`config.mk`:
```
export PLATFORM = sky130hd
export DESIGN_NAME = avcc_to_annexb_extradata
export DESIGN_NICKNAME = d
export VERILOG_FILES = /design/src/hw/rtl/avx_pkg.sv /design/src/hw/rtl/avx_parse.sv /design/src/hw/rtl/avx_queue.sv /design/src/hw/rtl/avx_emit.sv /design/src/hw/rtl/avx_to_annexb_top_placeholder_unused.sv /design/src/hw/rtl/avcc_to_annexb_extradata.sv
export SDC_FILE = /design/constraint.sdc
export NUM_CORES = 1
export LEC_CHECK = 0
export BUFFER_PORTS_ARGS = -buffer_cell sky130_fd_sc_hd__buf_2
export CORE_UTILIZATION = 25
export DETAILED_ROUTE_END_ITERATION = 12
export GPL_ROUTABILITY_DRIVEN = 0
export PLACE_DENSITY = 0.43
export RECOVER_POWER = 50
export SLEW_MARGIN = 20
export SYNTH_ARGS = -nofsm -noshare
export SYNTH_HDL_FRONTEND = slang
export SYNTH_HIERARCHICAL = 1
export SYNTH_SLANG_ARGS = --single-unit
```
`constraint.sdc`:
```
create_clock -name clk -period 9.7 [get_ports clk]
set_input_delay 0.485 -clock clk [delete_from_list [all_inputs] [get_ports clk]]
set_output_delay 0.485 -clock clk [all_outputs]
set_load 0.05 [all_outputs]
```
`src/hw/rtl/avx_pkg.sv`:
```
package avx_pkg;

    typedef struct packed {
        logic [7:0] in_byte;
        logic       in_last;
    } in_item_t;

    typedef struct packed {
        logic [7:0] out_byte;
        logic       out_kind;
        logic [1:0] error_code;
        logic       sps_missing;
        logic       pps_missing;
        logic       out_last;
    } out_item_t;

    // Work handed from the parser to the emitter for one accepted input item
    typedef struct packed {
        logic       start_code;
        logic       data_byte;
        logic [7:0] byte_val;
        logic       status;
        logic [1:0] error_code;
        logic       sps_missing;
        logic       pps_missing;
    } cmd_t;

    localparam logic [1:0] ERR_NONE      = 2'd0;
    localparam logic [1:0] ERR_LIMIT     = 2'd1;
    localparam logic [1:0] ERR_TRUNCATED = 2'd2;

    localparam logic       KIND_DATA   = 1'b0;
    localparam logic       KIND_STATUS = 1'b1;

    localparam logic [2:0] HEADER_SKIP    = 3'd5;
    localparam logic [7:0] SPS_COUNT_MASK = 8'h1f;
    localparam logic [2:0] START_CODE_LEN = 3'd4;
    localparam logic [7:0] START_CODE [4] = '{8'h00, 8'h00, 8'h00, 8'h01};

    localparam logic [30:0] LIMIT_RESET = 31'd2147483583;
    localparam int          PADDR_W     = 3;
    localparam logic        REG_LIMIT   = 1'b0;

endpackage

```
`src/hw/rtl/avx_parse.sv`:
```
module avx_parse
    import avx_pkg::*;
(
    input  logic        clk,
    input  logic        rst_n,
    input  logic        accept,
    input  in_item_t    item,
    input  logic [30:0] limit,
    output logic        push,
    output cmd_t        cmd
);

    typedef enum logic [2:0] {
        PH_HEADER   = 3'd0,
        PH_SPSCOUNT = 3'd1,
        PH_SIZEHI   = 3'd2,
        PH_SIZELO   = 3'd3,
        PH_DATA     = 3'd4,
        PH_PPSCOUNT = 3'd5,
        PH_DONE     = 3'd6
    } phase_t;

    phase_t      phase_reg, phase_next;
    logic [2:0]  hdr_cnt_reg, hdr_cnt_next;
    logic [7:0]  units_reg, units_next;
    logic [15:0] bytes_left_reg, bytes_left_next;
    logic [7:0]  size_hi_reg, size_hi_next;
    logic [31:0] total_reg, total_next;
    logic [1:0]  seen_reg, seen_next;
    logic [1:0]  err_reg, err_next;
    logic        pps_grp_reg, pps_grp_next;

    logic [15:0] size_word;
    logic [31:0] sum;

    assign size_word = {size_hi_reg, item.in_byte};
    assign sum       = total_reg + {16'd0, size_word} + 32'd4;

    always_comb
    begin
        phase_next      = phase_reg;
        hdr_cnt_next    = hdr_cnt_reg;
        units_next      = units_reg;
        bytes_left_next = bytes_left_reg;
        size_hi_next    = size_hi_reg;
        total_next      = total_reg;
        seen_next       = seen_reg;
        err_next        = err_reg;
        pps_grp_next    = pps_grp_reg;
        cmd             = '0;

        if (err_reg == ERR_NONE)
        begin
            unique case (phase_reg)
                PH_HEADER:
                begin
                    hdr_cnt_next = hdr_cnt_reg + 3'd1;
                    if (hdr_cnt_next >= HEADER_SKIP)
                        phase_next = PH_SPSCOUNT;
                end
                PH_SPSCOUNT:
                begin
                    units_next = item.in_byte & SPS_COUNT_MASK;
                    if (units_next != 8'd0)
                    begin
                        seen_next[0] = 1'b1;
                        phase_next   = PH_SIZEHI;
                    end
                    else
                        phase_next = PH_PPSCOUNT;
                end
                PH_PPSCOUNT:
                begin
                    pps_grp_next = 1'b1;
                    units_next   = item.in_byte;
                    if (item.in_byte != 8'd0)
                    begin
                        seen_next[1] = 1'b1;
                        phase_next   = PH_SIZEHI;
                    end
                    else
                        phase_next = PH_DONE;
                end
                PH_SIZEHI:
                begin
                    size_hi_next = item.in_byte;
                    phase_next   = PH_SIZELO;
                end
                PH_SIZELO:
                begin
                    bytes_left_next = size_word;
                    total_next      = sum;
                    if (sum > {1'b0, limit})
                        err_next = ERR_LIMIT;
                    else
                    begin
                        cmd.start_code = 1'b1;
                        if (size_word == 16'd0)
                        begin
                            // zero-size unit: start code only, unit ends here
                            units_next = units_reg - 8'd1;
                            if (units_reg != 8'd1)
                                phase_next = PH_SIZEHI;
                            else if (!pps_grp_reg)
                                phase_next = PH_PPSCOUNT;
                            else
                                phase_next = PH_DONE;
                        end
                        else
                            phase_next = PH_DATA;
                    end
                end
                PH_DATA:
                begin
                    cmd.data_byte   = 1'b1;
                    cmd.byte_val    = item.in_byte;
                    bytes_left_next = bytes_left_reg - 16'd1;
                    if (bytes_left_reg == 16'd1)
                    begin
                        units_next = units_reg - 8'd1;
                        if (units_reg != 8'd1)
                            phase_next = PH_SIZEHI;
                        else if (!pps_grp_reg)
                            phase_next = PH_PPSCOUNT;
                        else
                            phase_next = PH_DONE;
                    end
                end
                default:
                begin
                end
            endcase
        end

        if (item.in_last)
        begin
            cmd.status      = 1'b1;
            cmd.error_code  = err_next;
            if (err_next == ERR_NONE && phase_next < PH_DONE)
                cmd.error_code = ERR_TRUNCATED;
            cmd.sps_missing = ~seen_next[0];
            cmd.pps_missing = ~seen_next[1];
            // drop all record state so the next byte opens a new record
            phase_next      = PH_HEADER;
            hdr_cnt_next    = '0;
            units_next      = '0;
            bytes_left_next = '0;
            size_hi_next    = '0;
            total_next      = '0;
            seen_next       = '0;
            err_next        = ERR_NONE;
            pps_grp_next    = 1'b0;
        end
    end

    assign push = accept & (cmd.start_code | cmd.data_byte | cmd.status);

    always_ff @(posedge clk or negedge rst_n)
    begin
        if (!rst_n)
        begin
            phase_reg      <= PH_HEADER;
            hdr_cnt_reg    <= '0;
            units_reg      <= '0;
            bytes_left_reg <= '0;
            size_hi_reg    <= '0;
            total_reg      <= '0;
            seen_reg       <= '0;
            err_reg        <= ERR_NONE;
            pps_grp_reg    <= 1'b0;
        end
        else if (accept)
        begin
            phase_reg      <= phase_next;
            hdr_cnt_reg    <= hdr_cnt_next;
            units_reg      <= units_next;
            bytes_left_reg <= bytes_left_next;
            size_hi_reg    <= size_hi_next;
            total_reg      <= total_next;
            seen_reg       <= seen_next;
            err_reg        <= err_next;
            pps_grp_reg    <= pps_grp_next;
        end
    end

endmodule

```
`src/hw/rtl/avx_queue.sv`:
```
module avx_queue
    import avx_pkg::*;
#(
    parameter int DEPTH = 4
)
(
    input  logic clk,
    input  logic rst_n,
    input  logic push,
    input  cmd_t push_cmd,
    output logic full,
    input  logic pop,
    output cmd_t pop_cmd,
    output logic empty
);

    localparam int PTR_W = (DEPTH > 1) ? $clog2(DEPTH) : 1;
    localparam int CNT_W = $clog2(DEPTH + 1);
    localparam logic [PTR_W-1:0] LAST_PTR = PTR_W'(DEPTH - 1);
    localparam logic [CNT_W-1:0] FULL_CNT = CNT_W'(DEPTH);

    cmd_t             slot_reg [DEPTH];
    logic [PTR_W-1:0] wr_ptr_reg, rd_ptr_reg;
    logic [CNT_W-1:0] cnt_reg;

    assign full    = (cnt_reg == FULL_CNT);
    assign empty   = (cnt_reg == '0);
    assign pop_cmd = slot_reg[rd_ptr_reg];

    always_ff @(posedge clk)
    begin
        if (push)
            slot_reg[wr_ptr_reg] <= push_cmd;
    end

    always_ff @(posedge clk or negedge rst_n)
    begin
        if (!rst_n)
        begin
            wr_ptr_reg <= '0;
            rd_ptr_reg <= '0;
            cnt_reg    <= '0;
        end
        else
        begin
            if (push)
                wr_ptr_reg <= (wr_ptr_reg == LAST_PTR) ? '0 : wr_ptr_reg + 1'b1;
            if (pop)
                rd_ptr_reg <= (rd_ptr_reg == LAST_PTR) ? '0 : rd_ptr_reg + 1'b1;
            if (push && !pop)
                cnt_reg <= cnt_reg + 1'b1;
            else if (pop && !push)
                cnt_reg <= cnt_reg - 1'b1;
        end
    end

endmodule

```
`src/hw/rtl/avx_emit.sv`:
```
module avx_emit
    import avx_pkg::*;
(
    input  logic      clk,
    input  logic      rst_n,
    input  logic      q_empty,
    input  cmd_t      q_cmd,
    output logic      q_pop,
    output logic      out_valid,
    input  logic      out_stall,
    output out_item_t out_data
);

    logic [2:0]  sc_left_reg, sc_left_next;
    logic        dat_reg, dat_next;
    logic        stat_reg, stat_next;
    cmd_t        wk_reg, wk_next;
    logic        out_valid_reg, out_valid_next;
    out_item_t   out_reg, out_next;

    logic        adv;
    logic        busy;
    logic [1:0]  sc_idx;

    assign adv    = ~out_valid_reg | ~out_stall;
    assign busy   = (sc_left_reg != 3'd0) | dat_reg | stat_reg;
    assign sc_idx = 2'(START_CODE_LEN - sc_left_reg);

    always_comb
    begin
        sc_left_next   = sc_left_reg;
        dat_next       = dat_reg;
        stat_next      = stat_reg;
        wk_next        = wk_reg;
        out_valid_next = out_valid_reg;
        out_next       = out_reg;
        q_pop          = 1'b0;

        if (adv)
        begin
            out_valid_next = busy;
            out_next       = '0;
            if (sc_left_reg != 3'd0)
            begin
                out_next.out_byte = START_CODE[sc_idx];
                sc_left_next      = sc_left_reg - 3'd1;
            end
            else if (dat_reg)
            begin
                out_next.out_byte = wk_reg.byte_val;
                dat_next          = 1'b0;
            end
            else if (stat_reg)
            begin
                out_next.out_kind    = KIND_STATUS;
                out_next.error_code  = wk_reg.error_code;
                out_next.sps_missing = wk_reg.sps_missing;
                out_next.pps_missing = wk_reg.pps_missing;
                out_next.out_last    = 1'b1;
                stat_next            = 1'b0;
            end
        end

        // load the next command once the current one has nothing left to send
        if (!q_empty && sc_left_next == 3'd0 && !dat_next && !stat_next)
        begin
            q_pop        = 1'b1;
            wk_next      = q_cmd;
            sc_left_next = q_cmd.start_code ? START_CODE_LEN : 3'd0;
            dat_next     = q_cmd.data_byte;
            stat_next    = q_cmd.status;
        end
    end

    always_ff @(posedge clk or negedge rst_n)
    begin
        if (!rst_n)
        begin
            sc_left_reg   <= '0;
            dat_reg       <= 1'b0;
            stat_reg      <= 1'b0;
            out_valid_reg <= 1'b0;
        end
        else
        begin
            sc_left_reg   <= sc_left_next;
            dat_reg       <= dat_next;
            stat_reg      <= stat_next;
            out_valid_reg <= out_valid_next;
        end
    end

    always_ff @(posedge clk)
    begin
        wk_reg  <= wk_next;
        out_reg <= out_next;
    end

    assign out_valid = out_valid_reg;
    assign out_data  = out_reg;

endmodule

```
`src/hw/rtl/avx_to_annexb_top_placeholder_unused.sv`:
```
module avx_limit_reg
    import avx_pkg::*;
(
    input  logic               clk,
    input  logic               rst_n,
    input  logic               psel,
    input  logic               penable,
    input  logic               pwrite,
    input  logic [PADDR_W-1:0] paddr,
    input  logic [31:0]        pwdata,
    output logic [31:0]        prdata,
    output logic [30:0]        limit
);

    logic [30:0] limit_reg;
    logic        reg_hit;

    assign reg_hit = (paddr[PADDR_W-1] == REG_LIMIT);

    always_ff @(posedge clk or negedge rst_n)
    begin
        if (!rst_n)
            limit_reg <= LIMIT_RESET;
        else if (psel && penable && pwrite && reg_hit)
            limit_reg <= pwdata[30:0];
    end

    always_comb
    begin
        prdata = '0;
        if (reg_hit)
            prdata = {1'b0, limit_reg};
    end

    assign limit = limit_reg;

endmodule

```
`src/hw/rtl/avcc_to_annexb_extradata.sv`:
```
// Channel   Dir   Handshake          Payload
// in        in    in_valid/in_stall   in_data   (in_item_t: record byte, last flag)
// out       out   out_valid/out_stall out_data  (out_item_t: Annex B byte or status)
// cfg       in    APB psel/penable    output_limit at byte address 0
//
// Input items are taken one per cycle while the command queue has room; the parser
// classifies each byte combinationally and queues its work.
// The emitter sends one result per cycle while out is not stalled: a unit size byte yields
// four start code bytes, a payload byte itself, and the final byte also a status item.
// Sustained rate with out unstalled is one item per cycle on payload bytes, set by the
// emitter's output register; start code bursts are absorbed by the QUEUE_DEPTH-entry queue.
// Reset is asynchronous, active low: parse state, queue and output valid clear,
// output_limit returns to 2147483583. A stall on out holds the result and, once the
// queue fills, raises in_stall.
module avcc_to_annexb_extradata
    import avx_pkg::*;
#(
    parameter int QUEUE_DEPTH = 4
)
(
    input  logic               clk,
    input  logic               rst_n,
    input  logic               in_valid,
    output logic               in_stall,
    input  in_item_t           in_data,
    output logic               out_valid,
    input  logic               out_stall,
    output out_item_t          out_data,
    input  logic               psel,
    input  logic               penable,
    input  logic               pwrite,
    input  logic [PADDR_W-1:0] paddr,
    input  logic [31:0]        pwdata,
    output logic [31:0]        prdata,
    output logic               pready
);

    logic        accept;
    logic        push;
    cmd_t        push_cmd;
    logic        q_full;
    logic        q_empty;
    logic        q_pop;
    cmd_t        q_cmd;
    logic [30:0] limit;

    // hold input off while the queue cannot take another command
    assign in_stall = q_full;
    assign accept   = in_valid & ~q_full;
    assign pready   = 1'b1;

    avx_limit_reg u_cfg (
        .clk     (clk),
        .rst_n   (rst_n),
        .psel    (psel),
        .penable (penable),
        .pwrite  (pwrite),
        .paddr   (paddr),
        .pwdata  (pwdata),
        .prdata  (prdata),
        .limit   (limit)
    );

    // front: classify each record byte and advance the parse state
    avx_parse u_parse (
        .clk    (clk),
        .rst_n  (rst_n),
        .accept (accept),
        .item   (in_data),
        .limit  (limit),
        .push   (push),
        .cmd    (push_cmd)
    );

    avx_queue #(
        .DEPTH (QUEUE_DEPTH)
    ) u_queue (
        .clk      (clk),
        .rst_n    (rst_n),
        .push     (push),
        .push_cmd (push_cmd),
        .full     (q_full),
        .pop      (q_pop),
        .pop_cmd  (q_cmd),
        .empty    (q_empty)
    );

    // back: expand each command into start code, data and status items
    avx_emit u_emit (
        .clk       (clk),
        .rst_n     (rst_n),
        .q_empty   (q_empty),
        .q_cmd     (q_cmd),
        .q_pop     (q_pop),
        .out_valid (out_valid),
        .out_stall (out_stall),
        .out_data  (out_data)
    );

endmodule

```
==> metrics.md <==
| Metric | Value |
|---|---|
| Boundary pin count | 100 |
| CTS clk-pin slew, worst paths | 0.06 ns |
| Die Width | between 200 and 250 um |
| Count of different cell masters after synthesis | 91 |
| Post-CTS setup buffer count | 0 |
| Pin count of the biggest net entering global routing | 65 |
| Highest ir drop seen on vdd | 0.000111 V |
| Number of buffers created by CTS | 25 |
| Crit-path max FO | 14 |
| Overflow left after global routing | 0 |
| Launching element type of the critical path | flip-flop |
| Number of sinks driven by the clock tree | slightly above 200 |
| Antenna Diode Count | 0 |
| Clock tree buffer depth | 3 |
| Leading area contributor after synthesis | sky130_fd_sc_hd__edfxtp_1 |
| Max FFs per register | 60 |
| Switch share | ~34% |
| Highest-count cells in the layout ignoring fill and taps | 89 x sky130_fd_sc_hd__dfrtp_1, 85 x sky130_fd_sc_hd__nor2_1, 85 x sky130_fd_sc_hd__edfxtp_1 |
| Unrepaired setup endpoints after global routing | false |
| Number of cell rows | approximately 80 |
| Part of the cycle the worst path needs | between 70% and 80% |
| Post-detailed-route wirelength per cell | approximately 16 um |
| Prevailing post-synth register cell | sky130_fd_sc_hd__dfrtp_1 |
| Clock tree from TritonCTS | done |
| Final WS setup | roughly 2.6 ns |
| Slack of the worst reg-to-reg path | about 2.6 ns |
| Sequential element share of the synthesized area | roughly 47% |
| Starting utilization of the core area | 25.4% |
| Remaining number of nets flagged by the antenna check after routing | 0 |
| Area contributors post-synth | sky130_fd_sc_hd__edfxtp_1 22%, sky130_fd_sc_hd__dfrtp_1 19%, sky130_fd_sc_hd__ha_1 8.2% |
| Violated checks | design-rule violations, max-capacitance violations, max-slew violations |
| Leading cell type in the layout, fill and taps excluded | sky130_fd_sc_hd__dfrtp_1 |
| Fraction of synthesis flops using an asynchronous set or reset pin | ~58% |
| Top delay family on crit path | simple AND/OR/NAND/NOR gates |
| Number of register bits inferred by synthesis | approximately 200 |
| Max-slew violation count | 173 |
| Number of hold buffers added after CTS | 0 |
| Number of H-tree branching levels | 1 |
| Worst-case setup slack after placement | ~1.8 ns |
| Die Footprint | just under 50000 um2 |
| All-layer global routing usage | 11.9% |
| Outcome | finished with violations |
| Post-Route Setup TNS | 0 ns |
| Sequential share of power | a little over two fifths |
| Proportion of netlist area held by the largest area contributor | 21.5% |
| Worst-case headroom to the max-slew limit | -141% |
| Proportion of power drawn by the clock network | between 30% and 40% |
| Slowest cell delay on critical path | approximately 0.57 ns |
| Die H | approximately 220 um |
| Global-route wire length before repair | between 40000 and 50000 um |
| Syn. warnings | 6 |
| Max-cap viol count | 4 |
| Placeable core region | approximately 47000 um2 |
| Total net switching power | roughly 0.94 mW |
| Arrival time worst endpoint | around 7.5 ns |
| Fmax | roughly 140 MHz |
| Via count normalized by instance count | 4.73 |
| Kind of end point of the critical path | flip-flop |
| Share of final-layout standard cells stronger than drive strength 1 | 16.0% |
| Total number of nets in the final design | approximately 1300 |
| First DRT Iteration DRCs | around 430 |
| Transition time at the pin with the least slew margin | ~3.6 ns |
| HPWL after detailed placement | between 15000 and 20000 um |
| Residual DRC count | 11 |
| CP required | 10.15 ns |
| Mapped Area | between 10000 and 15000 um2 |
| P per Cell Area | roughly 210 nW/um2 |
| Routed vias | 8385 |
| Relative area change from synthesis to final layout | 13.3% |
| Count of mapped cells out of synthesis | 1077 |
| Internal power contribution | roughly 1.9 mW |
| Path type of the worst min-delay path | primary input to flip-flop |
| Cell with the biggest individual delay on the critical path | sky130_fd_sc_hd__or4b_1 |
| Via count of the first global-routing pass | around 8300 |
| Tmin final | between 7 and 8 ns |
| Part of the power in combinational logic | roughly a quarter |
| Worst-skew pair later-pin latency | roughly 0.54 ns |
| Start-to-end type of the worst setup path | flip-flop to flip-flop |
| Static leakage | 5.74 nW |
| Post_cts resized | 0 |
| Skew final | 0.0126 ns |
| CTS root buf | sky130_fd_sc_hd__clkbuf_16 |
| DRT Pass-1 Iters | 9 |
| Synthesized area per cell | between 10 and 15 um2 |
| Nets in the synthesized netlist | around 1200 |
| Final hold violation count | 0 |
| Count of input and output buffers | 94 |
| Most repeated library cell on the critical path | sky130_fd_sc_hd__ha_1 |
| Final wirelength | 28600 um |
| Count of filler cells inserted in the layout | slightly below 5000 |
| Initial antenna violation count | 0 |
| CP bufs+invs | 2 |
| Number of flops mapped to enable cells by yosys | between 80 and 90 |
| Setup-violating endpoint count in the final report | 0 |
==> final timing paths <==
kind / from / end / depth (start not counted)
max in group asynchronous: rst_n / u_parse/total_reg[22] / 2
min: pwdata[27] / u_cfg/limit[27] / 2
max reg2reg: u_parse/total_reg[1] / u_queue/cnt_reg[2] / 26
min reg2reg: u_emit/stat_reg / u_emit/out_valid / 2
max: u_parse/total_reg[1] / u_queue/cnt_reg[2] / 26
min in group asynchronous: rst_n / u_queue/cnt_reg[2] / 1
==> Yosys cell counts, types with 8 or more instances <==
| cell type | instances |
|---|---|
| sky130_fd_sc_hd__dfrtp_1 | 89 |
| sky130_fd_sc_hd__edfxtp_1 | 85 |
| sky130_fd_sc_hd__nor2_1 | 85 |
| sky130_fd_sc_hd__ha_1 | 78 |
| sky130_fd_sc_hd__inv_1 | 63 |
| sky130_fd_sc_hd__a21oi_1 | 55 |
| sky130_fd_sc_hd__nand2_1 | 53 |
| sky130_fd_sc_hd__o21ai_0 | 51 |
| sky130_fd_sc_hd__clkbuf_1 | 40 |
| sky130_fd_sc_hd__nor2b_1 | 40 |
| sky130_fd_sc_hd__dfstp_2 | 30 |
| sky130_fd_sc_hd__mux2_4 | 30 |
| sky130_fd_sc_hd__nor3_1 | 28 |
| sky130_fd_sc_hd__a22o_1 | 26 |
| sky130_fd_sc_hd__nand3_1 | 23 |
| sky130_fd_sc_hd__xnor2_1 | 20 |
| sky130_fd_sc_hd__and3_1 | 19 |
| sky130_fd_sc_hd__a31oi_1 | 17 |
| sky130_fd_sc_hd__nor4_1 | 13 |
| sky130_fd_sc_hd__and2_1 | 11 |
| sky130_fd_sc_hd__nand4_1 | 11 |
| sky130_fd_sc_hd__o21ai_1 | 11 |
| sky130_fd_sc_hd__xor2_1 | 11 |
| sky130_fd_sc_hd__o21a_1 | 10 |
| sky130_fd_sc_hd__a21o_1 | 8 |
| sky130_fd_sc_hd__mux4_2 | 8 |
==> power by group through the flow <==
stage,Sequential (mW),Combinational (mW),Clock [mW]
final,1.19,0.752,0.874
after CTS,1.19,0.794,0.908
after global routing,1.21,0.839,0.942
after global placement,1.21,0.784,0
after floorplan,1.16,0.639,0
after detailed placement,1.21,0.790,0
==> per-layer routing <==
layer | vias up | global-route usage (%) | wire, um
li1 | 4115 | - | -
met1 | 4020 | 15.8 | 13400
met2 | 201 | 20.1 | 13400
met3 | 49 | 1.79 | 1170
met4 | 0 | 3.15 | 709
met5 | - | 0 | 0
==> worst register-to-register path, cell delays in order (launching register included) <==
cell	delay, ns
sky130_fd_sc_hd__dfrtp_1	0.38
sky130_fd_sc_hd__ha_1	0.28
sky130_fd_sc_hd__ha_1	0.16
sky130_fd_sc_hd__inv_1	0.05
sky130_fd_sc_hd__fa_1	0.40
sky130_fd_sc_hd__nor2b_1	0.18
sky130_fd_sc_hd__o2111a_1	0.27
sky130_fd_sc_hd__o31ai_4	0.10
sky130_fd_sc_hd__a211oi_2	0.40
sky130_fd_sc_hd__o21bai_1	0.24
sky130_fd_sc_hd__nand2_1	0.39
sky130_fd_sc_hd__nand3_1	0.15
sky130_fd_sc_hd__xnor2_1	0.17
sky130_fd_sc_hd__ha_1	0.31
sky130_fd_sc_hd__a211oi_2	0.26
sky130_fd_sc_hd__o21ai_1	0.09
sky130_fd_sc_hd__or4b_1	0.57
sky130_fd_sc_hd__o31ai_4	0.34
sky130_fd_sc_hd__nand3_1	0.20
sky130_fd_sc_hd__nor4_2	0.51
sky130_fd_sc_hd__o31a_1	0.40
sky130_fd_sc_hd__ha_1	0.24
sky130_fd_sc_hd__inv_1	0.07
sky130_fd_sc_hd__fa_1	0.42
sky130_fd_sc_hd__xor2_1	0.15
sky130_fd_sc_hd__nor2_1	0.11
sky130_fd_sc_hd__xor2_1	0.15
==> kinds of logic after synthesis <==
logic type               share of synthesized area, %
XOR/XNOR                                         2.29
other                                          0.0634
multiplexers                                     7.69
AND/OR/NAND/NOR                                  15.0
buffers and inverters                            4.58
flip-flops                                       47.0
adder cells (fa/ha/maj)                          8.58
AO/OA/AOI/OAI                                    14.8
==> through the flow <==
step           hold slack, ns  power [mW]  cell area [um2]  util [%]  instances
2_1_floorplan           0.189        1.80            11800         -       1077
3_3_place_gp            0.472        1.99            12800      27.5       1727
3_5_place_dp            0.478        2.00            12800      27.5       1727
4_1_cts                0.0586        2.89            13600      29.1       1772
5_1_grt                 0.158        2.99            13400      28.8       1772
6_report                0.169        2.81            13400      28.8       1772
==> area by class of cell <==
cell class	count	area, um2	area share (%)
tap	607	759	5.66
multi-input combinational	751	5610	41.8
inverter	64	240	1.79
sequential	204	5570	41.5
clock buffer	40	732	5.45
timing repair buffer	101	484	3.61
clock inverter	5	26.3	0.196
Power figures use the tool's default switching activity.
